### src/hw/rtl/pca_pkg.sv
// Shared types and constants of the polygon centroid accumulator.
`default_nettype none

package pca_pkg;

	localparam int COORD_BITS = 16;
	localparam int CENT_BITS = 24;
	localparam int AREA_OUT_BITS = 43;

	localparam int FIFO_DEPTH = 4;
	localparam int FIFO_CNT_W = $clog2(FIFO_DEPTH + 1);
	localparam int FIFO_PTR_W = $clog2(FIFO_DEPTH);

	localparam int STEP_W = $clog2(CENT_BITS + 1);

	localparam logic [CENT_BITS-1:0] CENT_MIN_CODE = {1'b1, {(CENT_BITS-1){1'b0}}};
	localparam logic [CENT_BITS-1:0] CENT_MAX_CODE = {1'b0, {(CENT_BITS-1){1'b1}}};
	localparam logic signed [63:0] CENT_HI = (64'sd1 <<< (CENT_BITS - 1)) - 64'sd1;
	localparam logic signed [63:0] CENT_LO = -(64'sd1 <<< (CENT_BITS - 1));

	typedef enum logic [1:0] {
		BK_IDLE,
		BK_RUN,
		BK_DONE
	} pca_back_state_t;

	typedef struct packed {
		logic                  empty;
		logic                  full;
		logic [FIFO_CNT_W-1:0] count;
	} pca_fifo_status_t;

endpackage

`default_nettype wire

### src/hw/rtl/pca_fifo.sv
// Short queue of polygon summaries between the front and the back end.
`default_nettype none

module pca_fifo #(
	parameter int WIDTH = 196
) (
	input  wire                        clk,
	input  wire                        arst_n,
	input  wire                        push,
	input  wire  [WIDTH-1:0]           wr_data,
	input  wire                        pop,
	output logic [WIDTH-1:0]           rd_data,
	output pca_pkg::pca_fifo_status_t  status
);

	localparam int PTR_W = pca_pkg::FIFO_PTR_W;
	localparam int CNT_W = pca_pkg::FIFO_CNT_W;
	localparam int DEPTH = pca_pkg::FIFO_DEPTH;

	logic [WIDTH-1:0] mem_q [DEPTH];
	logic [PTR_W-1:0] wr_ptr_q, rd_ptr_q;
	logic [CNT_W-1:0] count_q;

	assign rd_data = mem_q[rd_ptr_q];
	assign status.empty = (count_q == '0);
	assign status.full = (count_q == CNT_W'(DEPTH));
	assign status.count = count_q;

	always_ff @(posedge clk) begin
		if (push) begin
			mem_q[wr_ptr_q] <= wr_data;
		end
	end

	always_ff @(posedge clk or negedge arst_n) begin
		if (!arst_n) begin
			wr_ptr_q <= '0;
			rd_ptr_q <= '0;
			count_q <= '0;
		end else begin
			if (push) begin
				wr_ptr_q <= (wr_ptr_q == PTR_W'(DEPTH - 1)) ? '0 : wr_ptr_q + PTR_W'(1);
			end
			if (pop) begin
				rd_ptr_q <= (rd_ptr_q == PTR_W'(DEPTH - 1)) ? '0 : rd_ptr_q + PTR_W'(1);
			end
			if (push && !pop) begin
				count_q <= count_q + CNT_W'(1);
			end else if (pop && !push) begin
				count_q <= count_q - CNT_W'(1);
			end
		end
	end

`ifndef SYNTH
	a_no_underflow: assert property (@(posedge clk) disable iff (!arst_n)
		pop |-> !status.empty)
		else $error("summary queue read while empty");
`endif

endmodule

`default_nettype wire

### config.mk
export PLATFORM = sky130hd
export DESIGN_NAME = pca_fifo
export DESIGN_NICKNAME = d
export VERILOG_FILES = /design/src/hw/rtl/pca_pkg.sv /design/src/hw/rtl/pca_fifo.sv
export SDC_FILE = /design/constraint.sdc
export NUM_CORES = 1
export LEC_CHECK = 0
export ABC_AREA = 0
export BUFFER_PORTS_ARGS = -buffer_cell sky130_fd_sc_hd__buf_2
export CAP_MARGIN = 20
export CORE_MARGIN = 2
export CORE_UTILIZATION = 34
export CTS_CLUSTER_DIAMETER = 200
export DETAILED_ROUTE_END_ITERATION = 10
export GPL_TIMING_DRIVEN = 0
export PLACE_DENSITY = 0.62
export SKIP_CTS_REPAIR_TIMING = 1
export SYNTH_ARGS = -nofsm -noshare
export SYNTH_HDL_FRONTEND = slang
export SYNTH_SLANG_ARGS = --single-unit
### constraint.sdc
create_clock -name clk -period 7.6 [get_ports clk]
set_input_delay 1.14 -clock clk [delete_from_list [all_inputs] [get_ports clk]]
set_output_delay 1.14 -clock clk [all_outputs]
set_load 0.03 [all_outputs]
==> results.txt, run 1 <==
- The flow ran to the end, and the final reports show no timing, DRC or antenna violations.
- The floorplan has roughly 110 rows.
- Insertion delay to the later sink of the worst-skew pair: between 600 and 700 ps
- Routed WL: approximately 58,000 µm
- In this run the number of H-tree levels came out at 3.
- After legalization and detailed placement, the total HPWL measured ~37,000 µm.
- Syn-to-layout area delta: 22.48%
- CTS tree: built
- The number of nets handed over by synthesis was between 1,000 and 1,500.
* Routed via count: between 10,000 and 15,000
* Arrival time at the worst endpoint: 2660 ps
* PD cells: about 420 nW/µm²
- Max capacitance violation total: 0
* Delay of the slowest cell on the worst path: slightly below 800 ps
- The number of antenna violations at the first check in global routing was 20.
* Fin util: about 42%
- Number of global-route vias before repair: 13,987
* Clock transition time at the flip-flop clock pins of the worst setup and hold paths: approximately 60 ps
* Parity-gate share of the synthesized area counting xor and xnor cells: less than 1%
* Hold Violations, Final: 0
* Final clock period utilization by the worst path: 49.94%
- The worst path in the final design needs a cycle of 3796 ps, including I/O delays and setup.
- Global routing finished with a remaining overflow of 0.
* Bufs on Longest Clock Path: 3
* Critical path class: register to output port
- The final layout contains around 1,800 nets.
- Most frequent cell on the critical path: buf_2
- Max IR drop VDD: 0.3024 mV
- Final Setup Violations: 0
- Hold is met by about 340 ps.
* Detailed router's first-iteration violation count: roughly 670
- Cells along the critical path: buf_2 -> clkbuf_1 -> mux4_2 -> buf_2
* Worst clock skew on the final layout: 31.70 ps
* Die Width: slightly below 300 µm
* Post-Synth Adder-Cell Area: less than 1%
- Average cell area after synthesis: roughly 27 µm²
- The worst register-to-register path begins at wr_ptr_q[0]$_DFFE_PN0P_.
* Gate count of the mapped netlist: between 1,000 and 1,500
* Die area: between 80,000 and 90,000 µm²
* Worst slew margin relative to its limit: between 30 and 40%
- Slack of the worst reg-to-reg path: slightly above 5000 ps
* Area fraction in compound gates after synthesis: less than 1%
- On the critical path, the stage with the largest delay is an instance of clkbuf_1.
- Yosys printed 0 warnings.
* Slew @ Worst Pin: 1011 ps
- I/O pin count: 401
* Static power due to leakage: roughly 12 nW
- Once the floorplan was initialized, standard cells occupied between 30% and 40% of the core.
- The congestion estimate from routability-driven global placement came to ~0.7.
- Dividing the detail-routed wire length by the instance count gives roughly 22 µm.
- Counting flops and latches in the post-synthesis netlist gives roughly 790.
- Syn Std Cell Area: 28,680 µm²
* Element type at the critical path end: output port
- STA puts the critical path data required time at 6460 ps.
- Placeable core region: around 84,000 µm²
- Hold Path Class: input port to asynchronous set/reset pin
- Setup repair after global routing left no endpoint under its margin.
- The number of max-slew violations in the final report came to 0.
- The worst register-to-register path ends at mem_q[0][104]$_DFFE_PP_.
* Largest driver fanout on the critical path: 10
* Largest family of logic cells by synthesized area: multiplexers
* DRC: 0
- Timing would allow up to roughly 0.26 GHz.
- The die is a little under 300 µm tall.
- Of the cells placed in the final design, the portion with a size suffix greater than 1 is a little under half.
* Pre-antenna DRT Iters: 4
* Total global routing track utilization: 13.31%
- First-pass GRT wire length: between 80,000 and 90,000 µm
* Routed vias/inst: 4.760
- Clock sink total: between 700 and 800
- The worst setup path is launched from a register.
- Simple logic cell fraction of the synthesized area: less than 1%
- The root buffer cell chosen for the clock tree is clkbuf_16.
- Maximum number of pins on one net before global-route repair: 55
* Proportion of synthesized chip area in sequential cells: between 80% and 90%
- The number of clock buffers added by TritonCTS is 84.
- Number of routed nets with antenna violations: 0
* Count of fill cells added during filler insertion: roughly 7,200
- The worst register-to-register path has a depth of 5.
- Multiplexer share of the synthesized area: ~16%
* Port bufs: 400
- Number of distinct library cells after synthesis: 18
## placed cells by master, fill, tap and decap left out, types with 2 or more instances in the layout
master,n
clkinv_2,9
clkinvlp_4,2
edfxtp_1,784
dfrtp_1,7
clkbuf_1,24
diode_2,6
and2_4,4
bufinv_16,9
mux4_2,196
buf_6,15
ha_1,6
nand2_1,2
o21ai_0,2
inv_16,3
clkinv_1,16
inv_1,4
inv_6,3
xor2_1,2
clkbuf_16,86
mux2_2,3
buf_2,423
buf_16,12
nor2_1,3
## routing by layer
layer / wire [µm] / GRT usage (%)
met1: 22500 / 15.70
met2: 29010 / 22.01
met3: 5128 / 5.497
met4: 1398 / 4.530
met5: 209 / 0
## cell usage after synthesis (all sizes together)
cell / count / area share [%]
clkbuf: 6 / 0.079
ha: 6 / 0.26
mux2: 3 / 0.12
nand2: 2 / 0.026
buf: 38 / 0.99
nor3b: 1 / 0.026
edfxtp: 784 / 82
xor2: 2 / 0.061
mux4: 196 / 15
dfrtp: 7 / 0.61
o21ai: 2 / 0.035
inv: 4 / 0.052
nor2: 3 / 0.039
fa: 1 / 0.070
and2: 4 / 0.087
nor3: 1 / 0.017
xnor2: 1 / 0.031
## report_power, final
group / switching (mW) / total [mW] / leakage, nW / internal, mW
combinational: 3.16 / 4.92 / 3.26 / 1.76
clock: 1.65 / 4.04 / 1.33 / 2.39
sequential: 0.135 / 5.72 / 7.28 / 5.58
total: 4.94 / 14.7 / 11.9 / 9.73
## kinds of logic after synthesis
group                      count (synthesis)
DFF                                      791
muxes                                    199
buffers and inverters                     48
and+or+nand+nor                           11
adders and majority gates                  7
xor gates and xnor gates                   3
AOI/OAI and AO/OA                          2
## how the worst max path moves through the flow
stage	to	cells after the start	slack, ps	startpoint
floorplan	mem_q[0][0]$_DFFE_PP_	1	1430	push
global placement	mem_q[3][131]$_DFFE_PP_	2	-2750	push
detailed placement	rd_data[106]	5	4310	rd_ptr_q[1]$_DFFE_PN0P_
CTS	rd_data[95]	5	3590	rd_ptr_q[1]$_DFFE_PN0P_
global route	rd_data[46]	4	3590	rd_ptr_q[1]$_DFFE_PN0P_
finish	rd_data[44]	4	3800	rd_ptr_q[1]$_DFFE_PN0P_
## sequential cells by signal, summed over array words and instances (netlist names)
name      flops
count_q       3
mem_q       784
rd_ptr_q      2
wr_ptr_q      2
## critical path, delay by kind of cell, from the launching register on
family,cells,cell delay [ps]
buffers and inverters,3,1250
muxes,1,420
DFF,1,340
## cell type report
type	instances	area (µm²)	share of cell area [%]
antenna	6	15.01	0.04275
tap	1080	1351	3.848
sequential	791	23720	67.53
inverter	4	15.01	0.04275
buffer	44	306.5	0.8728
clock inverter	44	518.0	1.475
multi-input combinational	222	4646	13.23
clock buffer	104	2220	6.320
timing repair buffer	412	2332	6.641
## through the flow
step | cell area [µm²] | setup TNS [ps] | worst slack (ps) | cells | power [mW]
after floorplan | 28680 | 0 | 1432 | 1061 | 9.408
after global placement | 32030 | -2061540 | -2747 | 2541 | 11.03
after detailed placement | 32370 | 0 | 4310 | 2553 | 10.88
after CTS | 35110 | 0 | 3586 | 2701 | 14.95
after global routing | 35110 | 0 | 3586 | 2704 | 15.34
final | 35120 | 0 | 3804 | 2707 | 14.68
Power figures use the tool's default switching activity.
==> run 2, diff against run 1 <==
clock period = 3.6 ns   (was 7.6 ns; I/O delays follow)
==> run 2 against run 1 <==
Clock skew down 1.4 ps. Clock-buffer cell count down 8. Largest power group unchanged. Largest cell class unchanged. Power up 110%. Non-clock buffer count up 5. Design area unchanged. Via count up 0.86%.
==> results.txt, run 2 (synthesis gave the netlist of run 1 again) <==
* Most frequent cells in the layout: edfxtp_1 (784), buf_2 (423), mux4_2 (196)
- The final global-route overflow total is 0 (unchanged).
* Number of global-route vias before repair: 13,940 (-0.34%)
- CTS placed an instance of clkbuf_16 at the clock tree root.
- In the final layout, the registers with the most flip-flops are mem_q x784, count_q x3.
- The number of antenna-violating nets in the routed design was 0 (unchanged).
- Die area: 86,680 µm² (unchanged)
- The peak fanout along the critical path is 10 (unchanged).
- The reported net switching power came to 10.55 mW (+110%).
* Reg2Reg Depth: 5 (unchanged)
- Detailed router's first-iteration violation count: 615 (-7.5%)
* Largest delay share family, worst path: buffers and inverters
* First-pass GRT wire length: 86,900 µm (+0.73%)
- The clock transition at the register clock pins on the worst setup and hold paths after CTS is 60 ps (about the same).
* Outcome: complete, no violations
- The number of nets in the final layout was 1,772 (+0.34%).
- The number of sinks handled by clock tree synthesis came to 791 (unchanged).
- Post-route minimum period: roughly 3200 ps
- The number of antenna violations at the first check in global routing is 18 (-10%).
- Height of the die: 294.4 µm (unchanged)
- Port bufs: 400 (unchanged)
- Max IR drop VDD: 0.5639 mV (+86%)
* Post-Place Worst Slack: 899.7 ps (-3410 ps)
* Final count of pins violating max slew: 0 (unchanged)
- Routed WL per cell: 21.92 µm (+1.9%)
* Most flops, register: mem_q
- Worst clock skew on the final layout: 30.33 ps (-1.365 ps)
* Final worst-path setup slack: 368.9 ps (-3436 ps)
- Worst Hold Depth: 1
- The clock latency reported for the late side of the worst-skew pair is 630 ps (about the same).
* Number of rows created at floorplan: 106 (unchanged)
* Total global routing track utilization: 13.53% (+0.22 points)
* Max capacitance violation total: 0 (unchanged)
- The static leakage is 11.89 nW (+0.15%).
- The horizontal extent of the die came to 294.4 µm (unchanged).
* Final Setup Violations: 0 (unchanged)
- Required time of the critical path: 3060 ps (-3400 ps)
- The first-pass iteration count of the detailed router is 4 (unchanged).
* Hold Path Class: input port to register
* Global-route track usage on met2: 21.84% (-0.18 points)
- Sw Ratio: 34.31% (+0.62 points)
- Internal power component: 20.20 mW (+110%)
- Buffers plus inverters on the worst setup path: 4 (+1)
* Hold Violations, Final: 0 (unchanged)
- The total power came to 30.75 mW (+110%).
- The critical path is of the register to output port type.
- Startpoint Class: register
- Stages on worst setup path: 5 (+1)
* Busiest layer in global routing: met2
- Most common cell after layout, fill and taps aside: edfxtp_1
- The relative slew slack came to 52.10% (+20 points).
- The largest stage delay on the critical path came to 430 ps (-350 ps).
* Placed wire-length estimate: 38,130 µm (+1.8%)
- DRC: 0 (unchanged)
- Cells along the critical path: buf_2 -> buf_2 -> buf_2 -> mux4_2 -> buf_2
* Slew @ Worst Pin: 718.5 ps (-292.9 ps)
* Logic pwr share: 34.0% (+0.5 points)
- The slowest stage of the critical path belongs to the cell buf_2.
- Routed via count: 12,997 (+0.86%)
- Met3 usage in global routing: 5.037% (-0.46 points)
- Power share of the sequential group: 39.3% (+0.4 points)
* Hold Slack: 125.8 ps (-210.6 ps)
- Final GP Congestion: 0.6942 (-0.64%)
* Global Route met1 Usage: 16.71% (+1.0 points)
- Arrival time at the worst endpoint: 2690 ps (+30 ps)
- Counting stages on the worst path, the most repeated cell is buf_2.
* Routed WL: 59,520 µm (+2.2%)
- The via density per instance came to 4.785 (+0.53%).
- H-tree levels: 3 (unchanged)
- Fraction of final layout cells with drive strength greater than 1: 48.01% (+0.69 points)
- The fill cell total of the finished layout is 7,256 (+0.23%).
- For this run, the top clock speed supported by timing is slightly above 0.3 GHz.
* Cts bufs inserted: 85 (+1.2%)
- Final clock period utilization by the worst path: between 80% and 90%
- The standard cell core area is 83,560 µm² (unchanged).
- The total I/O pin count was 401 (unchanged).
- Element type at the critical path end: output port
- Setup repair after global routing left no endpoint under its margin.
* PD cells: 875.5 nW/µm² (+110%)
- CTS tree: built
* Clock power frac: 26.7% (-0.8 points)
* Bufs on Longest Clock Path: 3 (unchanged)
* Maximum number of pins on one net before global-route repair: 56 (+1.8%)
* Flip-flop count of the largest register, all copies and words added: 784 (unchanged)
- Syn-to-layout area delta: 22.48% (unchanged)
* Slack of the worst reg-to-reg path: 1200 ps (-3870 ps)
- The starting density of the core is 34.32% (unchanged).
run 2: per-stage QoR:
step / setup TNS [ps] / utilization (%) / instance area, µm² / cells
after floorplan: 0 / - / 28680 / 1061
after global placement: -1648120 / 38.34 / 32030 / 2541
after detailed placement: 0 / 38.83 / 32450 / 2557
after CTS: 0 / 42.01 / 35100 / 2710
after global routing: 0 / 42.02 / 35110 / 2712
final: 0 / 42.03 / 35120 / 2716
run 2: worst reg2reg max path: stages (launching register included):
cell,delay (ps)
dfrtp_1,390
ha_1,200
and2_4,500
buf_12,290
buf_12,250
buf_16,300
run 2: final cells by class:
cell class,count,area (µm²),share of cell area [%]
diodes,5,12.51,0.03563
inverters,4,15.01,0.04275
clock inverters,57,439.2,1.250
flip-flops and latches,791,23720,67.53
clock buffers,96,2211,6.295
plain buffers,44,306.5,0.8728
repair buffers,417,2422,6.897
multi-input cells,222,4646,13.23
well taps,1080,1351,3.848
run 2: power groups by stage:
stage	Combinational (mW)	Clock, mW	Sequential (mW)
floorplan	7.33	0	12.4
global placement	10.4	0	12.5
detailed placement	10.7	0	12.3
CTS	10.8	8.49	12.1
global route	11.1	8.84	12.2
finish	10.5	8.23	12.1
run 2: layer usage:
layer | wire (µm) | vias up
li1 | - | 5651
met1 | 23330 | 6790
met2 | 28950 | 392
met3 | 5301 | 134
met4 | 1749 | 30
met5 | 191 | -
run 2: path summary, 6_finish.rpt:
kind	start	end
hold reg to reg	count_q[2]$_DFFE_PN0P_	count_q[2]$_DFFE_PN0P_
setup reg to reg	wr_ptr_q[0]$_DFFE_PN0P_	mem_q[3][96]$_DFFE_PP_
min in group asynchronous	arst_n	count_q[2]$_DFFE_PN0P_
setup / recovery	rd_ptr_q[1]$_DFFE_PN0P_	rd_data[104]
max in group asynchronous	arst_n	rd_ptr_q[0]$_DFFE_PN0P_
hold / removal	wr_data[83]	mem_q[2][83]$_DFFE_PP_
==> run 3, diff against run 2 <==
CORE_UTILIZATION = 57   (was 34)
PLACE_DENSITY = 0.89   (was 0.62)
==> run 3 against run 2 <==
Clock-buffer cell count fell by 2. Sequential share of layout area rose by 1.7 points. Sequential power barely moved. Power fell by 1.4%. Design area fell by 2.4%. Die area fell by 40%. First-iteration DRC count rose by 110%. Utilization rose by 27 points. Critical path depth did not move. Global-route usage rose by 11 points. Highest routed layer unchanged. Combinational power barely moved. Register-to-register slack got worse by 160 ps.
==> results.txt, run 3 (synthesis gave the netlist of run 1 again) <==
- The starting density of the core came to 57.51% (+23 points).
- Routed via count: 13,619 (+4.8%)
- Highest attainable clock frequency: 0.3101 GHz (+0.20%)
- Insertion delay to the later sink of the worst-skew pair: 620 ps (about the same)
- The maximum level of the CTS H-tree came to 3 (unchanged).
- The number of buffers created by CTS was 76 (-11%).
- The horizontal extent of the die was 228.3 µm (-22%).
* Clock sink total: 791 (unchanged)
- Routed WL: 63,540 µm (+6.7%)
- The post-placement cell area was 31,860 µm² (-1.8%).
- Final GP Congestion: 0.7574 (+9.1%)
- The height of the die is 228.3 µm (-22%).
* Worst slew margin relative to its limit: 43.54% (-8.6 points)
- Number of routed nets with antenna violations: 0 (unchanged)
* Sw Ratio: 34.50% (+0.19 points)
- Master cell of the clock root buffer: clkbuf_16
- The first-pass GRT wire length came to 94,370 µm (+8.6%).
- The setup slack after placement came to 983.9 ps (+84.18 ps).
- The static leakage is 11.73 nW (-1.4%).
- Max capacitance violation total: 0 (unchanged)
- The final worst-path setup slack was 375.2 ps (+6.304 ps).
- Most common cell after layout, fill and taps aside: edfxtp_1
* DRC: 0 (unchanged)
- Placeable core region: 49,860 µm² (-40%)
* Post-route minimum period: 3225 ps (-6.304 ps)
- Required time of the critical path: 3060 ps (about the same)
* Final TNS setup: 0 ps (unchanged)
* Detailed router's first-iteration violation count: 1,290 (+110%)
* Cell count after placement: 2,145 (-16%)
* Routed WL per cell: 27.70 µm (+26%)
- The ratio of cells with drive above 1 in the final layout is 47.18% (-0.83 points).
- The first-pass iteration count of the detailed router is 5 (+1).
* Critical path class: register to output port
* Placed wire-length estimate: 38,510 µm (+1.0%)
* Routed vias/inst: 5.937 (+24%)
- Clock transition time at the flip-flop clock pins of the worst setup and hold paths: 60 ps (about the same)
* Cells along the critical path: buf_2 -> buf_2 -> buf_2 -> mux4_2 -> buf_2
* Arrival time at the worst endpoint: 2680 ps (about the same)
- Global route overflow: 0 (unchanged)
* Number of rows created at floorplan: 82 (-23%)
* Final count of pins violating max slew: 0 (unchanged)
- The number of antenna violations at the first check in global routing was 16 (-2).
- Switching power summed over all nets: 10.46 mW (-0.87%)
- The total of endpoints with negative setup slack in the final report came to 0 (unchanged).
- The worst setup path is launched from a register.
* Clock power frac: 25.1% (-1.6 points)
- The setup skew after layout is 23.76 ps (-6.570 ps).
* Logic pwr share: 34.6% (+0.6 points)
- Fin util: 68.75% (+27 points)
- The sequential share of power came to 40.3% (+1.0 points).
- CTS tree: built
* Bufs on Longest Clock Path: 3 (unchanged)
- In the final layout, the registers with the most flip-flops are mem_q x784, count_q x3.
- I/O pin count: 401 (unchanged)
- Hold Violations, Final: 0 (unchanged)
- Slowest CP cell: buf_2
* Maximum number of pins on one net before global-route repair: 58 (+3.6%)
- The summed area of non-filler cells in the final layout came to 34,280 µm² (-2.4%).
- RSZ-0062 raised after global routing: no
- The all-layer global routing usage is 24.92% (+11 points).
* Most frequent cells in the layout: edfxtp_1 (784), buf_2 (423), mux4_2 (196)
- Buffers plus inverters on the worst setup path: 4 (unchanged)
- Port bufs: 400 (unchanged)
* Syn-to-layout area delta: 19.55%
- Slew @ Worst Pin: 846.9 ps (+128.4 ps)
- The largest voltage drop on the vdd net was 0.6022 mV (+6.8%).
- Element type at the critical path end: output port
- Largest delay share family, worst path: buffers and inverters
- The total power came to 30.31 mW (-1.4%).
- The die area came to 52,120 µm² (-40%).
- Number of global-route vias before repair: 14,425 (+3.5%)
- PD cells: 884.2 nW/µm² (+0.99%)
- The peak fanout along the critical path was 10 (unchanged).
- The count of non-filler cells in the finished layout was 2,294 (-16%).
- Number of nets at the end of the flow: 1,759 (-0.73%)
- The worst hold path belongs to the class input port to register.
- The smallest hold slack is 134.2 ps (+8.398 ps).
- Final clock period utilization by the worst path: 89.58% (-0.18 points)
- The internal cell power came to 19.86 mW (-1.7%).
* Most flops, register: mem_q
- The flow ran to the end, and the final reports show no timing, DRC or antenna violations.
* Delay of the slowest cell on the worst path: 390 ps (-40 ps)
- The cell that appears most often on the critical path is buf_2.
- Flip-flop count of the largest register, all copies and words added: 784 (unchanged)
-- run 3: changes by cell type in the layout (fill, tap and decap cells not counted), sizes merged --
cell / before / now
clkinv: 42 / 36
clkinvlp: 4 / 1
inv: 12 / 6
bufinv: 3 / 4
buf: 454 / 450
diode: 5 / 11
clkbuf: 102 / 100
-- run 3: worst reg2reg max path, cell delays in order (launching register included) --
cell and delay, ps:
dfrtp_1 410, inv_1 120, ha_1 170, and2_4 680, buf_16 380, buf_16 350
-- run 3: layout make-up --
cell class | count | area, µm²
diodes | 11 | 27.53
plain buffers | 44 | 306.5
clock buffers | 94 | 2043
clock inverters | 43 | 342.8
fillers | 2906 | 15580
inverters | 4 | 15.01
multi-input cells | 222 | 4646
flip-flops and latches | 791 | 23720
well taps | 672 | 840.8
repair buffers | 413 | 2342
-- run 3: power by group through the flow --
stage          Sequential [mW]  Combinational (mW)  Clock [mW]
2_1_floorplan             12.4                7.33           0
4_1_cts                   12.2                10.6        7.73
3_5_place_dp              12.4                10.5           0
6_report                  12.2                10.5        7.61
5_1_grt                   12.3                11.0        8.05
3_3_place_gp              12.5                10.1           0
-- run 3: final timing paths --
check,cells past startpoint,slack (ps),from,endpoint
min in group asynchronous,2,320,arst_n,wr_ptr_q[0]$_DFFE_PN0P_
worst min register to register,1,560,count_q[2]$_DFFE_PN0P_,count_q[2]$_DFFE_PN0P_
worst max register to register,5,1040,wr_ptr_q[0]$_DFFE_PN0P_,mem_q[0][138]$_DFFE_PP_
max in group asynchronous,2,3090,arst_n,rd_ptr_q[0]$_DFFE_PN0P_
worst max-delay path,5,380,rd_ptr_q[1]$_DFFE_PN0P_,rd_data[88]
worst min-delay path,1,130,wr_data[192],mem_q[3][192]$_DFFE_PP_
-- run 3: per-layer routing --
metal / track usage (%) / part of all wire (%) / up-vias / routed length, µm
li1: - / - / 5623 / -
met4: 9.028 / 3.6 / 12 / 2312
met3: 7.947 / 9.4 / 158 / 5963
met2: 42.34 / 52 / 738 / 33180
met5: 0 / 0.12 / - / 78
met1: 30.33 / 35 / 7088 / 22000
