### src/hw/rtl/pca_pkg.sv
// Shared types and constants of the polygon centroid accumulator.
`default_nettype none

package pca_pkg;

	localparam int COORD_BITS = 16;
	localparam int CENT_BITS = 24;
	localparam int AREA_OUT_BITS = 43;

	localparam int FIFO_DEPTH = 4;
	localparam int FIFO_CNT_W = $clog2(FIFO_DEPTH + 1);
	localparam int FIFO_PTR_W = $clog2(FIFO_DEPTH);

	localparam int STEP_W = $clog2(CENT_BITS + 1);

	localparam logic [CENT_BITS-1:0] CENT_MIN_CODE = {1'b1, {(CENT_BITS-1){1'b0}}};
	localparam logic [CENT_BITS-1:0] CENT_MAX_CODE = {1'b0, {(CENT_BITS-1){1'b1}}};
	localparam logic signed [63:0] CENT_HI = (64'sd1 <<< (CENT_BITS - 1)) - 64'sd1;
	localparam logic signed [63:0] CENT_LO = -(64'sd1 <<< (CENT_BITS - 1));

	typedef enum logic [1:0] {
		BK_IDLE,
		BK_RUN,
		BK_DONE
	} pca_back_state_t;

	typedef struct packed {
		logic                  empty;
		logic                  full;
		logic [FIFO_CNT_W-1:0] count;
	} pca_fifo_status_t;

endpackage

`default_nettype wire

### src/hw/rtl/pca_result_if.sv
// Result channel: area and centroid of one closed polygon per item.
`default_nettype none

interface pca_result_if;
	logic                                     valid;
	logic                                     ready;
	logic signed [pca_pkg::CENT_BITS-1:0]     centroid_x;
	logic signed [pca_pkg::CENT_BITS-1:0]     centroid_y;
	logic signed [pca_pkg::AREA_OUT_BITS-1:0] doubled_area;
	logic                                     degenerate;
	logic                                     too_many_vertices;

	modport source (output valid, output centroid_x, output centroid_y,
		output doubled_area, output degenerate, output too_many_vertices, input ready);
	modport sink (input valid, input centroid_x, input centroid_y,
		input doubled_area, input degenerate, input too_many_vertices, output ready);
endinterface

`default_nettype wire

### src/hw/rtl/pca_div.sv
// Restoring divider lane: one quotient bit per step, magnitude in and out.
`default_nettype none

module pca_div #(
	parameter int NUM_W = 67,
	parameter int DEN_W = 44
) (
	input  wire                               clk,
	input  wire                               start,
	input  wire                               step,
	input  wire  [NUM_W-1:0]                  num,
	input  wire  [DEN_W-1:0]                  den,
	output logic [pca_pkg::CENT_BITS-1:0]     quot
);

	localparam int QB = pca_pkg::CENT_BITS;
	localparam int SHIFT_W = DEN_W + QB - 1;
	localparam int CMP_W = (NUM_W > SHIFT_W) ? NUM_W : SHIFT_W;

	logic [CMP_W-1:0] r_q, d_q;
	logic [QB-1:0]    q_q;
	logic             ge;

	assign ge = (r_q >= d_q);
	assign quot = q_q;

	// The first step tests the top quotient bit; a one there means saturation.
	always_ff @(posedge clk) begin
		if (start) begin
			r_q <= CMP_W'(num);
			d_q <= CMP_W'(den) << (QB - 1);
			q_q <= '0;
		end else if (step) begin
			if (ge) begin
				r_q <= r_q - d_q;
			end
			d_q <= d_q >> 1;
			q_q <= {q_q[QB-2:0], ge};
		end
	end

endmodule

`default_nettype wire

### src/hw/rtl/pca_back.sv
// Back end: turns a polygon summary into the fixed-point centroid and the result item.
`default_nettype none

module pca_back #(
	parameter int AREA_W = 43,
	parameter int WSUM_W = 59,
	parameter int FRAC_BITS = 8,
	parameter int ENTRY_W = 196
) (
	input  wire                         clk,
	input  wire                         arst_n,
	input  wire  [ENTRY_W-1:0]          rd_data,
	input  pca_pkg::pca_fifo_status_t   fifo_stat,
	output logic                        pop,
	pca_result_if.source                result
);

	localparam int CB = pca_pkg::COORD_BITS;
	localparam int QB = pca_pkg::CENT_BITS;
	localparam int STEP_W = pca_pkg::STEP_W;
	localparam int NUM_W = WSUM_W + FRAC_BITS;
	localparam int DEN_W = AREA_W + 1;
	localparam int MID_W = CB + 1 + FRAC_BITS;

	pca_pkg::pca_back_state_t state_q, state_d;
	logic [STEP_W-1:0] step_q;
	logic step, load_out;
	logic res_valid_q;

	logic signed [AREA_W-1:0] area_in;
	logic signed [WSUM_W-1:0] wx_in, wy_in;
	logic signed [CB:0]       sx_in, sy_in;
	logic                     ovf_in;
	logic [AREA_W-1:0]        area_mag;
	logic [WSUM_W-1:0]        wx_mag, wy_mag;
	logic [DEN_W-1:0]         den;
	logic [QB-1:0]            qx, qy;

	logic signed [AREA_W-1:0] area_q;
	logic                     negx_q, negy_q, degen_q, ovf_q;
	logic [QB-1:0]            midx_q, midy_q;

	logic [QB-1:0]            cx_q, cy_q;
	logic [pca_pkg::AREA_OUT_BITS-1:0] da_q;
	logic                     degen_out_q, ovf_out_q;
	logic signed [63:0]       area_ext;

	function automatic logic [QB-1:0] mid_fix(input logic signed [CB:0] s);
		logic signed [MID_W-1:0] v;
		logic signed [MID_W-1:0] h;
		logic signed [63:0]      h64;
		v = MID_W'(s) <<< FRAC_BITS;
		// Halving is to round toward zero, so a negative value is bumped by one first.
		h = v + $signed(MID_W'(v[MID_W-1]));
		h = h >>> 1;
		h64 = 64'(h);
		if (h64 > pca_pkg::CENT_HI) begin
			return pca_pkg::CENT_MAX_CODE;
		end else if (h64 < pca_pkg::CENT_LO) begin
			return pca_pkg::CENT_MIN_CODE;
		end
		return h64[QB-1:0];
	endfunction

	function automatic logic [QB-1:0] quot_fix(input logic [QB-1:0] q, input logic neg);
		if (neg) begin
			return q[QB-1] ? pca_pkg::CENT_MIN_CODE : QB'(-q);
		end
		return q[QB-1] ? pca_pkg::CENT_MAX_CODE : q;
	endfunction

	assign area_in = rd_data[AREA_W-1:0];
	assign wx_in = rd_data[AREA_W +: WSUM_W];
	assign wy_in = rd_data[AREA_W+WSUM_W +: WSUM_W];
	assign sx_in = rd_data[AREA_W+2*WSUM_W +: CB+1];
	assign sy_in = rd_data[AREA_W+2*WSUM_W+CB+1 +: CB+1];
	assign ovf_in = rd_data[ENTRY_W-1];

	assign area_mag = area_in[AREA_W-1] ? AREA_W'(-area_in) : area_in;
	assign wx_mag = wx_in[WSUM_W-1] ? WSUM_W'(-wx_in) : wx_in;
	assign wy_mag = wy_in[WSUM_W-1] ? WSUM_W'(-wy_in) : wy_in;
	assign den = {1'b0, area_mag} + {area_mag, 1'b0};

	pca_div #(.NUM_W(NUM_W), .DEN_W(DEN_W)) u_div_x (
		.clk   (clk),
		.start (pop),
		.step  (step),
		.num   (NUM_W'(wx_mag) << FRAC_BITS),
		.den   (den),
		.quot  (qx)
	);

	pca_div #(.NUM_W(NUM_W), .DEN_W(DEN_W)) u_div_y (
		.clk   (clk),
		.start (pop),
		.step  (step),
		.num   (NUM_W'(wy_mag) << FRAC_BITS),
		.den   (den),
		.quot  (qy)
	);

	always_comb begin
		state_d = state_q;
		pop = 1'b0;
		step = 1'b0;
		load_out = 1'b0;
		unique case (state_q)
			pca_pkg::BK_IDLE: begin
				if (!fifo_stat.empty) begin
					pop = 1'b1;
					state_d = pca_pkg::BK_RUN;
				end
			end
			pca_pkg::BK_RUN: begin
				step = 1'b1;
				if (step_q == STEP_W'(QB - 1)) begin
					state_d = pca_pkg::BK_DONE;
				end
			end
			pca_pkg::BK_DONE: begin
				if (!res_valid_q || result.ready) begin
					load_out = 1'b1;
					state_d = pca_pkg::BK_IDLE;
				end
			end
			default: begin
				state_d = pca_pkg::BK_IDLE;
			end
		endcase
	end

	always_ff @(posedge clk or negedge arst_n) begin
		if (!arst_n) begin
			state_q <= pca_pkg::BK_IDLE;
			step_q <= '0;
			res_valid_q <= 1'b0;
		end else begin
			state_q <= state_d;
			if (pop) begin
				step_q <= '0;
			end else if (step) begin
				step_q <= step_q + STEP_W'(1);
			end
			if (load_out) begin
				res_valid_q <= 1'b1;
			end else if (result.ready) begin
				res_valid_q <= 1'b0;
			end
		end
	end

	always_ff @(posedge clk) begin
		if (pop) begin
			area_q <= area_in;
			negx_q <= wx_in[WSUM_W-1] ^ area_in[AREA_W-1];
			negy_q <= wy_in[WSUM_W-1] ^ area_in[AREA_W-1];
			degen_q <= (area_in == '0);
			ovf_q <= ovf_in;
			midx_q <= mid_fix(sx_in);
			midy_q <= mid_fix(sy_in);
		end
	end

	assign area_ext = 64'(area_q);

	always_ff @(posedge clk) begin
		if (load_out) begin
			cx_q <= degen_q ? midx_q : quot_fix(qx, negx_q);
			cy_q <= degen_q ? midy_q : quot_fix(qy, negy_q);
			da_q <= area_ext[pca_pkg::AREA_OUT_BITS-1:0];
			degen_out_q <= degen_q;
			ovf_out_q <= ovf_q;
		end
	end

	assign result.valid = res_valid_q;
	assign result.centroid_x = cx_q;
	assign result.centroid_y = cy_q;
	assign result.doubled_area = da_q;
	assign result.degenerate = degen_out_q;
	assign result.too_many_vertices = ovf_out_q;

`ifndef SYNTH
	a_result_after_divide: assert property (@(posedge clk) disable iff (!arst_n)
		$rose(res_valid_q) |-> $past(state_q == pca_pkg::BK_DONE))
		else $error("result raised outside the finishing state");

	a_all_steps_done: assert property (@(posedge clk) disable iff (!arst_n)
		(state_q == pca_pkg::BK_DONE) |-> (step_q == STEP_W'(QB)))
		else $error("divider finished with a wrong number of steps");
`endif

endmodule

`default_nettype wire
### src/flat_wrapper.sv
// flat-port wrapper written by rule: the top's interface ports become plain ports
module pca_back_flat 
#(
	parameter int AREA_W = 43,
	parameter int WSUM_W = 59,
	parameter int FRAC_BITS = 8,
	parameter int ENTRY_W = 196
)
  (clk, arst_n, rd_data, fifo_stat, pop, result_valid, result_centroid_x, result_centroid_y, result_doubled_area, result_degenerate, result_too_many_vertices, result_ready);
  pca_result_if result_i ();
  input  wire clk;
  input  wire arst_n;
  input  wire  [ENTRY_W-1:0] rd_data;
  input  pca_pkg::pca_fifo_status_t fifo_stat;
  output logic pop;
  output wire logic [$bits(result_i.valid)-1:0] result_valid;
  output wire logic [$bits(result_i.centroid_x)-1:0] result_centroid_x;
  output wire logic [$bits(result_i.centroid_y)-1:0] result_centroid_y;
  output wire logic [$bits(result_i.doubled_area)-1:0] result_doubled_area;
  output wire logic [$bits(result_i.degenerate)-1:0] result_degenerate;
  output wire logic [$bits(result_i.too_many_vertices)-1:0] result_too_many_vertices;
  input wire logic [$bits(result_i.ready)-1:0] result_ready;
  assign result_valid = result_i.valid;
  assign result_centroid_x = result_i.centroid_x;
  assign result_centroid_y = result_i.centroid_y;
  assign result_doubled_area = result_i.doubled_area;
  assign result_degenerate = result_i.degenerate;
  assign result_too_many_vertices = result_i.too_many_vertices;
  assign result_i.ready = result_ready;
  pca_back #(.AREA_W(AREA_W), .WSUM_W(WSUM_W), .FRAC_BITS(FRAC_BITS), .ENTRY_W(ENTRY_W)) u_core (.clk(clk), .arst_n(arst_n), .rd_data(rd_data), .fifo_stat(fifo_stat), .pop(pop), .result(result_i));
endmodule
### config.mk
export PLATFORM = sky130hd
export DESIGN_NAME = pca_back_flat
export DESIGN_NICKNAME = d
export VERILOG_FILES = /design/src/hw/rtl/pca_pkg.sv /design/src/hw/rtl/pca_result_if.sv /design/src/hw/rtl/pca_div.sv /design/src/hw/rtl/pca_back.sv /design/src/flat_wrapper.sv
export SDC_FILE = /design/constraint.sdc
export NUM_CORES = 1
export LEC_CHECK = 0
export BUFFER_PORTS_ARGS = -buffer_cell sky130_fd_sc_hd__buf_2
export CAP_MARGIN = 25
export CORE_AREA = 2 2 280 282
export CTS_CLUSTER_SIZE = 28
export DETAILED_ROUTE_END_ITERATION = 8
export DIE_AREA = 0 0 282 284
export HOLD_SLACK_MARGIN = 0.02
export MAX_ROUTING_LAYER = met4
export PLACE_DENSITY = 0.68
export SLEW_MARGIN = 20
export SYNTH_ARGS = -nofsm -noshare
export SYNTH_HDL_FRONTEND = slang
export SYNTH_SLANG_ARGS = --single-unit
### constraint.sdc
create_clock -name clk -period 13.8 [get_ports clk]
set_input_delay 2.76 -clock clk [delete_from_list [all_inputs] [get_ports clk]]
set_output_delay 2.76 -clock clk [all_outputs]
set_load 0.01 [all_outputs]
==> flow_summary.yaml, run 1 <==
status:
  outcome: "finished, final reports clean"
clocking:
  clkTransAtPathRegs_ps: 70
  clk-insertion-delay-late_ps: 620
  cts-root-buf: "clkbuf_16"
  hold_buffers: 0
  cts_tree: "built"
  cts_setup_buffers: 0
  post_cts_resized: 0
  h-tree-depth: 2
  cts_buffer_depth: 3
  clock_sinks: 431
  cts_buffers: 50
layout:
  multi_input_area_um2: 17400
  areaGrowthSynthToFinish_pct: 13.4
  nNetsFinal: 3922
  drive_gt1_share_pct: 13.0
  final_area_um2: 34700
  utilization_pct: 45.1
  seqCellArea_um2: 12000
  instances_no_fill: 4636
  nFillCells: 7485
setup_path:
  cp-end-kind: "flop"
  rrSetupSlack_ps: 8580
  crit_path_max_incr_delay_ps: 620
  reg2reg_to: "u_core.u_div_y.r_q[61]"
  critPathMaxFanout: 13
  cp_cell_sequence: "buf_2, nor4_2, nand4_1, o21ai_0, xor2_1, inv_1, ha_1, nand4_1, and4bb_1, a21oi_2, a211oi_4, nor2b_1, o31ai_4, a31oi_2, o31ai_1, xor2_1, o22ai_1"
  r2r-start: "u_core.u_div_y.d_q[1]"
  worstPathArrival_ps: 7580
  crit_buf_inv: 2
  critPathRequiredTime_ps: 14110
  cp_top_family: "simple AND/OR/NAND/NOR gates"
  critPathSlowestCell: "nand4_1"
  rr_worst_depth: 15
  startpoint_type: "input port"
  crit_type: "input port to flop"
global_routing:
  grt_pass1_vias: 24200
  antenna_found_initial: 15
  grt-ovfl-total: 0
  grt_max_degree: 88
  grt_pass1_wl_mm: 136
  grt_util_all_layers_pct: 22.0
synth:
  mappedNetlistArea_um2: 30600
  synthesis.nets: 3735
  synth_most_common_cell: "nand2_1"
  async_flop_share_pct: 1.86
  synthXorXnorAreaFrac_pct: 10.3
  synth-simple-area-share_pct: 15.2
  synth.area.top_cells: "edfxtp_1 33%, ha_1 7.3%, dfxtp_1 5.7%, xor2_1 5.5%, xnor2_1 4.7%"
  avgSynthCellArea_um2: 9.14
  synth_top_family_by_area: "compound AO/OA/AOI/OAI gates"
  yosys.area.top_type_share_pct: 33.0
  yosysTopAreaCell: "edfxtp_1"
  yosys_warnings: 0
  netlist-cell-type-count: 98
  ys_seq_elements: 431
  synth_edf_count: 336
  synth_compound_area_share_pct: 22.9
  ys_seq_area_share_pct: 39.3
  synthFlopType: "edfxtp_1"
  ys_top_cells_by_count: "358 x nand2_1, 336 x edfxtp_1, 283 x a21oi_1"
  syn_inst: 3350
  synthAdderAreaFrac_pct: 7.61
  synthMuxAreaShare_pct: 0.511
die:
  ios: 299
  start_util_pct: 39.8
  die_w_um: 282
  rows: 102
  coreArea_um2: 77000
  die_area_um2: 80100
  die_h_um: 284
min_path:
  hold_depth: 0
  holdPathEnd: "u_core.result.doubled_area[5]"
  worstHoldStart: "u_core.area_q[5]"
  hold_class: "flop to flop"
place:
  pre_cts_ws_ps: 5990
  placed_cell_area_um2: 32900
  dp.cells: 4523
  gp_congestion: 0.942
  dp.final_hpwl_mm: 66.6
  place.port_buffers: 294
job:
  drv_cap: 0
timing:
  fin_skew_ps: 23.6
  rsz0062_at_grt: "no"
  period_share_pct: 52.7
  whs_ps: 418
  slew_headroom_pct: 26.5
  setup_tns_ps: 0
  setup_violations: 0
  hold_viol_final: 0
  post-route-min-period_ps: 7270
  drv_slew: 0
  fmax_mhz: 138
  setup_slack_ps: 6530
  worstMarginPinSlew_ps: 1090
detailed_routing:
  drtIter0Drc: 2359
  firstDrtPassIters: 6
  remaining_drc_errors: 0
  num_vias: 26300
  drt-total-wl_mm: 89.2
  wire_per_inst_um: 19.2
  viasPerCell: 5.67
  detail-route-antenna-nets: 0
power:
  vdd_drop_max_uv: 308
  total_power_mw: 9.82
  powerDensity_nw_per_um2: 283
  p_leak_nw: 13.6
[routing by layer]
layer | vias to the layer above | share of wire (%) | GRT usage, % | routed length [µm]
met5 | - | 0 | - | 0
met4 | 0 | 3.5 | 7.82 | 3100
met3 | 141 | 7.3 | 3.42 | 6490
met2 | 829 | 46 | 34.0 | 40700
met1 | 12400 | 44 | 29.0 | 38900
li1 | 12900 | - | - | -
[how the worst max path moves through the flow]
stage,slack (ps),startpoint,to,depth (start not counted)
after floorplan,5240,fifo_stat[4],pop,4
after global placement,6070,rd_data[0],u_core.u_div_y.d_q[65],19
after detailed placement,5990,rd_data[6],u_core.u_div_y.d_q[59],17
after CTS,6640,rd_data[6],u_core.u_div_y.d_q[59],17
after global routing,6240,rd_data[0],u_core.u_div_y.d_q[59],19
final,6530,rd_data[5],u_core.u_div_y.d_q[59],17
[cell families (layout without fill, tap and decap cells)]
logic type / count (synthesis) / count (layout)
AOI/OAI and AO/OA: 1093 / 1093
and+or+nand+nor: 934 / 934
DFF: 431 / 431
xor gates and xnor gates: 358 / 358
buffers and inverters: 334 / 563
adders and majority gates: 185 / 185
muxes: 15 / 15
other: 0 / 17
[where the power goes]
part           switching, mW  internal [mW]
Combinational           3.72           2.34
Clock                  0.587          0.798
Sequential             0.221           2.15
[cells in the final DEF (no fill, tap or decap), drive strengths merged, types with 54 or more instances in the layout]
| master | netlist | routed |
|---|---|---|
| nand3 | 70 | 70 |
| a21oi | 284 | 284 |
| nand2 | 358 | 358 |
| o21ai | 204 | 204 |
| dfxtp | 87 | 87 |
| buf | 18 | 315 |
| nor2 | 132 | 132 |
| edfxtp | 336 | 336 |
| a21o | 134 | 134 |
| o22ai | 154 | 154 |
| xor2 | 195 | 195 |
| ha | 178 | 178 |
| xnor2 | 163 | 163 |
| clkbuf | 162 | 54 |
| o31ai | 84 | 84 |
| or3 | 59 | 59 |
| inv | 151 | 156 |
[sequential cells by signal, indices dropped and copies added, names as in the netlist, 2 cells and up]
name,count
u_core.u_div_x.r_q,67
u_core.u_div_y.d_q,67
u_core.u_div_y.r_q,67
u_core.area_q,43
u_core.result.doubled_area,43
u_core.result.centroid_x,24
u_core.result.centroid_y,24
u_core.u_div_x.quot,24
u_core.u_div_y.quot,24
u_core.midx_q,17
u_core.midy_q,17
u_core.step_q,5
u_core.state_q,2
[area by class of cell]
type,count,share of cell area [%]
Multi-Input combinational cell,2585,50.0
Sequential cell,431,34.7
Timing Repair Buffer,315,4.79
Tap cell,1040,3.75
Clock buffer,54,3.71
Inverter,154,1.68
Clock inverter,40,1.25
Antenna cell,17,0.123
No activity file was read; power rests on OpenSTA's default activity.
==> run 2, diff against run 1 <==
==> constraint.sdc (replaced) <==
create_clock -name clk -period 7.2 [get_ports clk]
set_input_delay 1.44 -clock clk [delete_from_list [all_inputs] [get_ports clk]]
set_output_delay 1.44 -clock clk [all_outputs]
set_load 0.01 [all_outputs]
==> run 2 against run 1 <==
Effect of this change:
- setup slack worse by 5100 ps
- hold slack about the same
- cell count about the same
- power up 93%
- cell area up 0.30%
- clock-buffer cell count up 4
- clock power up 98%
==> flow_summary.yaml, run 2 (synthesis results as in run 1) <==
power:
  intPower_mw: 10.2
  switchingPower_mw: 8.70
  swShare_pct: 46.0
  vdd_drop_max_uv: 385
  seqPwrFrac_pct: 24.0
  powerDensity_nw_per_um2: 544
  p_leak_nw: 13.6
  total_power_mw: 18.9
  comb_power_share_pct: 61.5
  clock_power_share_pct: 14.5
layout:
  utilization_pct: 45.2
  instances_no_fill: 4639
  nNetsFinal: 3926
  areaGrowthSynthToFinish_pct: 13.7
  top_regs: "u_core.u_div_x.r_q: 67 flops, u_core.u_div_y.d_q: 67 flops, u_core.u_div_y.r_q: 67 flops"
  drive_gt1_share_pct: 13.0
  layout_common_cells: "356 x nand2_1, 336 x edfxtp_1, 294 x buf_2, 283 x a21oi_1, 195 x o21ai_0"
  final_common_cell: "nand2_1"
  final_area_um2: 34800
global_routing:
  grt_util_all_layers_pct: 22.2
  antenna_found_initial: 17
  use_met1_pct: 29.1
  met2_usage_pct: 34.8
  grt_max_degree: 127
  grt_pass1_vias: 24600
  grt_pass1_wl_mm: 138
  top_usage_layer: "met2"
  grtUsageMet3_pct: 3.24
  grt-ovfl-total: 0
timing:
  worstMarginPinSlew_ps: 1030
  fin_skew_ps: 34.1
  setup_violations: 0
  fmax_mhz: 173
  period_share_pct: 80.2
  hold_viol_final: 0
  setup_slack_ps: 1420
  setup_tns_ps: 0
  slew_headroom_pct: 31.4
  drv_slew: 0
  rsz0062_at_grt: "no"
  post-route-min-period_ps: 5780
  whs_ps: 418
setup_path:
  rr_worst_depth: 15
  rrSetupSlack_ps: 1850
  critPathRequiredTime_ps: 7620
  crit_cells: 20
  cp-end-kind: "flop"
  worstPathArrival_ps: 6200
  crit_buf_inv: 2
  r2r-start: "u_core.u_div_y.d_q[1]"
  critPathSlowestCell: "maj3_1"
  crit_type: "input port to flop"
  cp_cell_sequence: "buf_2, inv_1, ha_1, nand2b_1, o21ai_0, xnor2_1, ha_1, o21a_1, o31a_1, or2_2, maj3_1, a31o_1, a41o_1, o2111ai_1, a2111o_1, a21oi_1, o21a_1, o21a_1, o21a_1, o32ai_1"
  critPathMaxFanout: 7
  critPathMostFrequentCell: "o21a_1"
  reg2reg_to: "u_core.u_div_y.r_q[16]"
  startpoint_type: "input port"
  crit_path_max_incr_delay_ps: 400
  cp_top_family: "compound AO/OA/AOI/OAI gates"
detailed_routing:
  detail-route-antenna-nets: 0
  drtIter0Drc: 2106
  num_vias: 26400
  wire_per_inst_um: 19.3
  remaining_drc_errors: 0
  viasPerCell: 5.70
  drt-total-wl_mm: 89.7
  firstDrtPassIters: 6
place:
  gp_congestion: 0.949
  pre_cts_ws_ps: 834
  placed_cell_area_um2: 32900
  dp.final_hpwl_mm: 66.9
  dp.cells: 4526
  place.port_buffers: 294
die:
  die_w_um: 282
  die_h_um: 284
  die_area_um2: 80100
  ios: 299
  rows: 102
  coreArea_um2: 77000
  start_util_pct: 39.8
clocking:
  cts_tree: "built"
  clkTransAtPathRegs_ps: 60
  cts-root-buf: "clkbuf_16"
  h-tree-depth: 2
  cts_buffers: 51
  cts_setup_buffers: 0
  clock_sinks: 431
  post_cts_resized: 0
  clk-insertion-delay-late_ps: 630
  hold_buffers: 0
  cts_buffer_depth: 3
job:
  drv_cap: 0
min_path:
  hold_class: "flop to flop"
  holdPathEnd: "u_core.result.doubled_area[35]"
  hold_depth: 0
  worstHoldStart: "u_core.area_q[35]"
status:
  outcome: "finished, final reports clean"
==> run 2: cell count changes in the layout (fill, tap and decap cells not counted), sizes merged <==
cell,delta
clkbuf,+4
clkinv,-3
inv,-3
diode,-1
buf,+3
bufinv,+2
clkinvlp,+1
==> run 2: layout make-up <==
class                           instances  area [µm²]
Sequential cell                       431       12000
Multi-Input combinational cell       2585       17400
Timing Repair Buffer                  318        1700
Clock buffer                           58        1320
Tap cell                             1040        1300
Inverter                              154         583
Antenna cell                           16        40.0
Fill cell                            7403       42100
Clock inverter                         37         469
==> run 2: power groups by stage <==
stage	clock [mW]	combinational [mW]	sequential, mW
final	2.75	11.6	4.54
after global routing	2.89	12.9	4.63
after CTS	2.81	11.5	4.54
after detailed placement	0	11.4	4.59
after global placement	0	11.3	4.56
after floorplan	0	8.77	4.48
==> run 2: worst max path at each step <==
stage	start	to	slack, ps
finish	rd_data[0]	u_core.u_div_y.d_q[58]	1420
global route	rd_data[0]	u_core.u_div_y.d_q[65]	1150
global placement	rd_data[0]	u_core.u_div_y.d_q[65]	890
floorplan	rd_data[42]	u_core.u_div_y.d_q[58]	840
detailed placement	rd_data[0]	u_core.u_div_y.d_q[65]	830
CTS	rd_data[0]	u_core.u_div_y.d_q[58]	1490
==> run 2: routing by layer <==
metal  up-vias  routed length, µm  share of wire [%]
met3       159               6180                6.9
met5         -                  0                  0
met1     12600              38800                 43
met4         0               3420                3.8
met2       813              41300                 46
li1      12900                  -                  -
==> run 3, diff against run 2 <==
--- a/config.mk
+++ b/config.mk
@@ -5,12 +5,13 @@
 export SDC_FILE = /design/constraint.sdc
 export NUM_CORES = 1
 export LEC_CHECK = 0
+export ABC_AREA = 1
 export BUFFER_PORTS_ARGS = -buffer_cell sky130_fd_sc_hd__buf_2
 export CAP_MARGIN = 25
-export CORE_AREA = 2 2 280 282
+export CORE_AREA = 2 2 292 294
 export CTS_CLUSTER_SIZE = 28
 export DETAILED_ROUTE_END_ITERATION = 8
-export DIE_AREA = 0 0 282 284
+export DIE_AREA = 0 0 294 296
 export HOLD_SLACK_MARGIN = 0.02
 export MAX_ROUTING_LAYER = met4
 export PLACE_DENSITY = 0.68
==> constraint.sdc (replaced) <==
create_clock -name clk -period 5.95 [get_ports clk]
set_input_delay 1.19 -clock clk [delete_from_list [all_inputs] [get_ports clk]]
set_output_delay 1.19 -clock clk [all_outputs]
set_load 0.01 [all_outputs]
==> run 3 against run 2 <==
Effect of this change:
- hold slack got worse by 3.7 ps
- setup slack improved by 290 ps
- clock power is 9.5% higher
- sequential power increased by 24%
- critical path depth up 4
- first-iteration DRC count grew 55%
- clock-buffer cell count is 8 higher
- cell area up 8.2%
- sequential share of layout area down 2.6 points
- via count increased by 24%
- synthesized cell count increased by 38%
- global-route usage up 2.7 points
- largest cell class unchanged
- highest routed layer unchanged
==> flow_summary.yaml, run 3 <==
synth:
  synthesis.nets: 5009
  syn_inst: 4624
  synth_edf_count: 336
  yosysTopAreaCell: "edfxtp_1"
  ys_seq_area_share_pct: 36.1
  synthFlopType: "edfxtp_1"
  yosys.area.top_type_share_pct: 30.3
  avgSynthCellArea_um2: 7.21
  synth.area.top_cells: "edfxtp_1 30%, nand2_1 11%, ha_1 6.7%, a21oi_1 6.5%, nor2_1 6.4%"
  async_flop_share_pct: 1.86
  ys_top_cells_by_count: "958 x nand2_1, 567 x nor2_1, 560 x inv_1"
  synth_most_common_cell: "nand2_1"
  netlist-cell-type-count: 66
  yosys_warnings: 0
  ys_seq_elements: 431
  mappedNetlistArea_um2: 33300
layout:
  multi_input_area_um2: 18800
  final_common_cell: "nand2_1"
  drive_gt1_share_pct: 10.6
  top_regs: "u_core.u_div_x.r_q: 67 flops, u_core.u_div_y.d_q: 67 flops, u_core.u_div_y.r_q: 67 flops"
  seqCellArea_um2: 12000
  layout_common_cells: "953 x nand2_1, 565 x nor2_1, 558 x inv_1, 436 x a21oi_1, 390 x o21ai_0"
  final_area_um2: 37700
  nFillCells: 8633
  instances_no_fill: 6040
  areaGrowthSynthToFinish_pct: 13.0
  nNetsFinal: 5279
  utilization_pct: 44.7
timing:
  post-route-min-period_ps: 4240
  setup_violations: 0
  period_share_pct: 71.2
  fmax_mhz: 236
  hold_viol_final: 0
  setup_slack_ps: 1710
  drv_slew: 0
  whs_ps: 414
  worstMarginPinSlew_ps: 977
  rsz0062_at_grt: "no"
  fin_skew_ps: 52.9
  setup_tns_ps: 0
  slew_headroom_pct: 34.3
die:
  die_h_um: 296
  die_area_um2: 87000
  rows: 107
  start_util_pct: 39.6
  ios: 299
  coreArea_um2: 84200
  die_w_um: 294
clocking:
  cts_tree: "built"
  post_cts_resized: 0
  cts_buffer_depth: 3
  cts_buffers: 50
  clk-insertion-delay-late_ps: 630
  cts_setup_buffers: 0
  clock_sinks: 431
  clkTransAtPathRegs_ps: 70
  hold_buffers: 0
  h-tree-depth: 2
  cts-root-buf: "clkbuf_16"
detailed_routing:
  detail-route-antenna-nets: 0
  remaining_drc_errors: 0
  wire_per_inst_um: 17.8
  num_vias: 32700
  drt-total-wl_mm: 108
  wl_met3_mm: 7.80
  firstDrtPassIters: 7
  wl_met1_mm: 48.4
  viasPerCell: 5.41
  top_layer_used: "met4"
  drtIter0Drc: 3265
  dr_wl_met2_mm: 48.9
setup_path:
  worstPathArrival_ps: 4620
  critPathRequiredTime_ps: 6330
  critPathSlowestCell: "fa_1"
  critPathMaxFanout: 24
  critPathMostFrequentCell: "nand2_1"
  rrSetupSlack_ps: 1780
  r2r-start: "u_core.u_div_y.d_q[36]"
  cp-end-kind: "flop"
  crit_path_max_incr_delay_ps: 450
  crit_buf_inv: 3
  startpoint_type: "input port"
  crit_type: "input port to flop"
  cp_cell_sequence: "buf_2, inv_2, or2_2, xor2_1, inv_1, fa_1, nor2_1, o21ai_0, nand2_1, nand2_1, nand2_1, nand2_1, nand2_1, nand3_1, nand2_1, nand3_1, nand3_1, nand2_1, nand2_1, nand2_1, nand2_1, nand2_1, nand3_1, nand2_1"
  cp_top_family: "simple AND/OR/NAND/NOR gates"
  reg2reg_to: "u_core.u_div_x.r_q[65]"
  rr_worst_depth: 15
global_routing:
  grt_pass1_vias: 30100
  antenna_found_initial: 16
  grt_pass1_wl_mm: 167
  grt_util_all_layers_pct: 24.9
  grt_max_degree: 103
  grt-ovfl-total: 0
power:
  comb_power_share_pct: 63.8
  powerDensity_nw_per_um2: 633
  seqPwrFrac_pct: 23.6
  total_power_mw: 23.8
  vdd_drop_max_uv: 301
  swShare_pct: 50.7
  p_leak_nw: 16.0
  switchingPower_mw: 12.1
  intPower_mw: 11.8
  clock_power_share_pct: 12.6
job:
  drv_cap: 0
place:
  pre_cts_ws_ps: 1100
  dp.final_hpwl_mm: 85.8
  dp.cells: 5931
  gp_congestion: 0.995
  placed_cell_area_um2: 36000
  place.port_buffers: 294
min_path:
  holdPathEnd: "u_core.result.doubled_area[11]"
  hold_class: "flop to flop"
  worstHoldStart: "u_core.area_q[11]"
  hold_depth: 0
status:
  outcome: "finished, final reports clean"
[run 3: kinds of logic (layout without fill, tap and decap cells)]
logic type / Yosys count / after routing / share of synthesized area, %
buffers and inverters: 683 / 992 / 7.74
AO/OA/AOI/OAI: 1097 / 1097 / 18.1
AND/OR/NAND/NOR: 2047 / 2047 / 26.4
adder cells (fa/ha/maj): 181 / 181 / 6.86
XOR/XNOR: 185 / 185 / 4.86
flip-flops: 431 / 431 / 36.1
other: 0 / 17 / 0
[run 3: area by class of cell]
type                    count  share of cell area (%)
clock buffers              66                    3.57
multi-input cells        3510                    49.8
diodes                     17                   0.113
well taps                1090                    3.62
inverters                 581                    5.80
repair buffers            320                    4.52
flip-flops and latches    431                    31.9
clock inverters            25                   0.651
[run 3: power by group through the flow]
| stage | sequential (mW) | clock, mW | combinational (mW) |
|---|---|---|---|
| finish | 5.62 | 3.01 | 15.2 |
| global route | 5.71 | 3.19 | 16.8 |
| CTS | 5.61 | 3.07 | 14.9 |
| detailed placement | 5.66 | 0 | 14.8 |
| global placement | 5.65 | 0 | 14.7 |
| floorplan | 5.46 | 0 | 10.7 |
[run 3: worst reg2reg max path, stage by stage (launching register included)]
cell,delay [ps]
edfxtp_1,360
inv_1,170
ha_1,330
a21oi_1,300
o21ai_0,190
a21oi_1,240
o21ai_0,110
inv_1,80
nor2_1,40
a211oi_1,420
nand4_1,360
nand2_2,210
buf_4,490
inv_1,350
o21ai_0,160
o21ai_0,90
[run 3: worst max-delay path by stage]
stage / slack [ps] / depth (start not counted) / to / from
2_1_floorplan: 310 / 2 / u_core.result.centroid_x[0] / result_ready
3_3_place_gp: 1140 / 24 / u_core.u_div_y.d_q[56] / rd_data[42]
3_5_place_dp: 1100 / 24 / u_core.u_div_y.d_q[56] / rd_data[42]
4_1_cts: 1750 / 24 / u_core.u_div_y.d_q[56] / rd_data[42]
5_1_grt: 1310 / 24 / u_core.u_div_y.d_q[56] / rd_data[42]
6_report: 1710 / 24 / u_core.u_div_y.d_q[56] / rd_data[42]
[run 3: per-layer routing]
metal  global-route usage (%)  vias to the layer above
met5                        -                        -
met4                     6.45                        0
met3                     3.60                      143
met2                     39.8                     1117
met1                     33.2                    15100
li1                         -                    16300
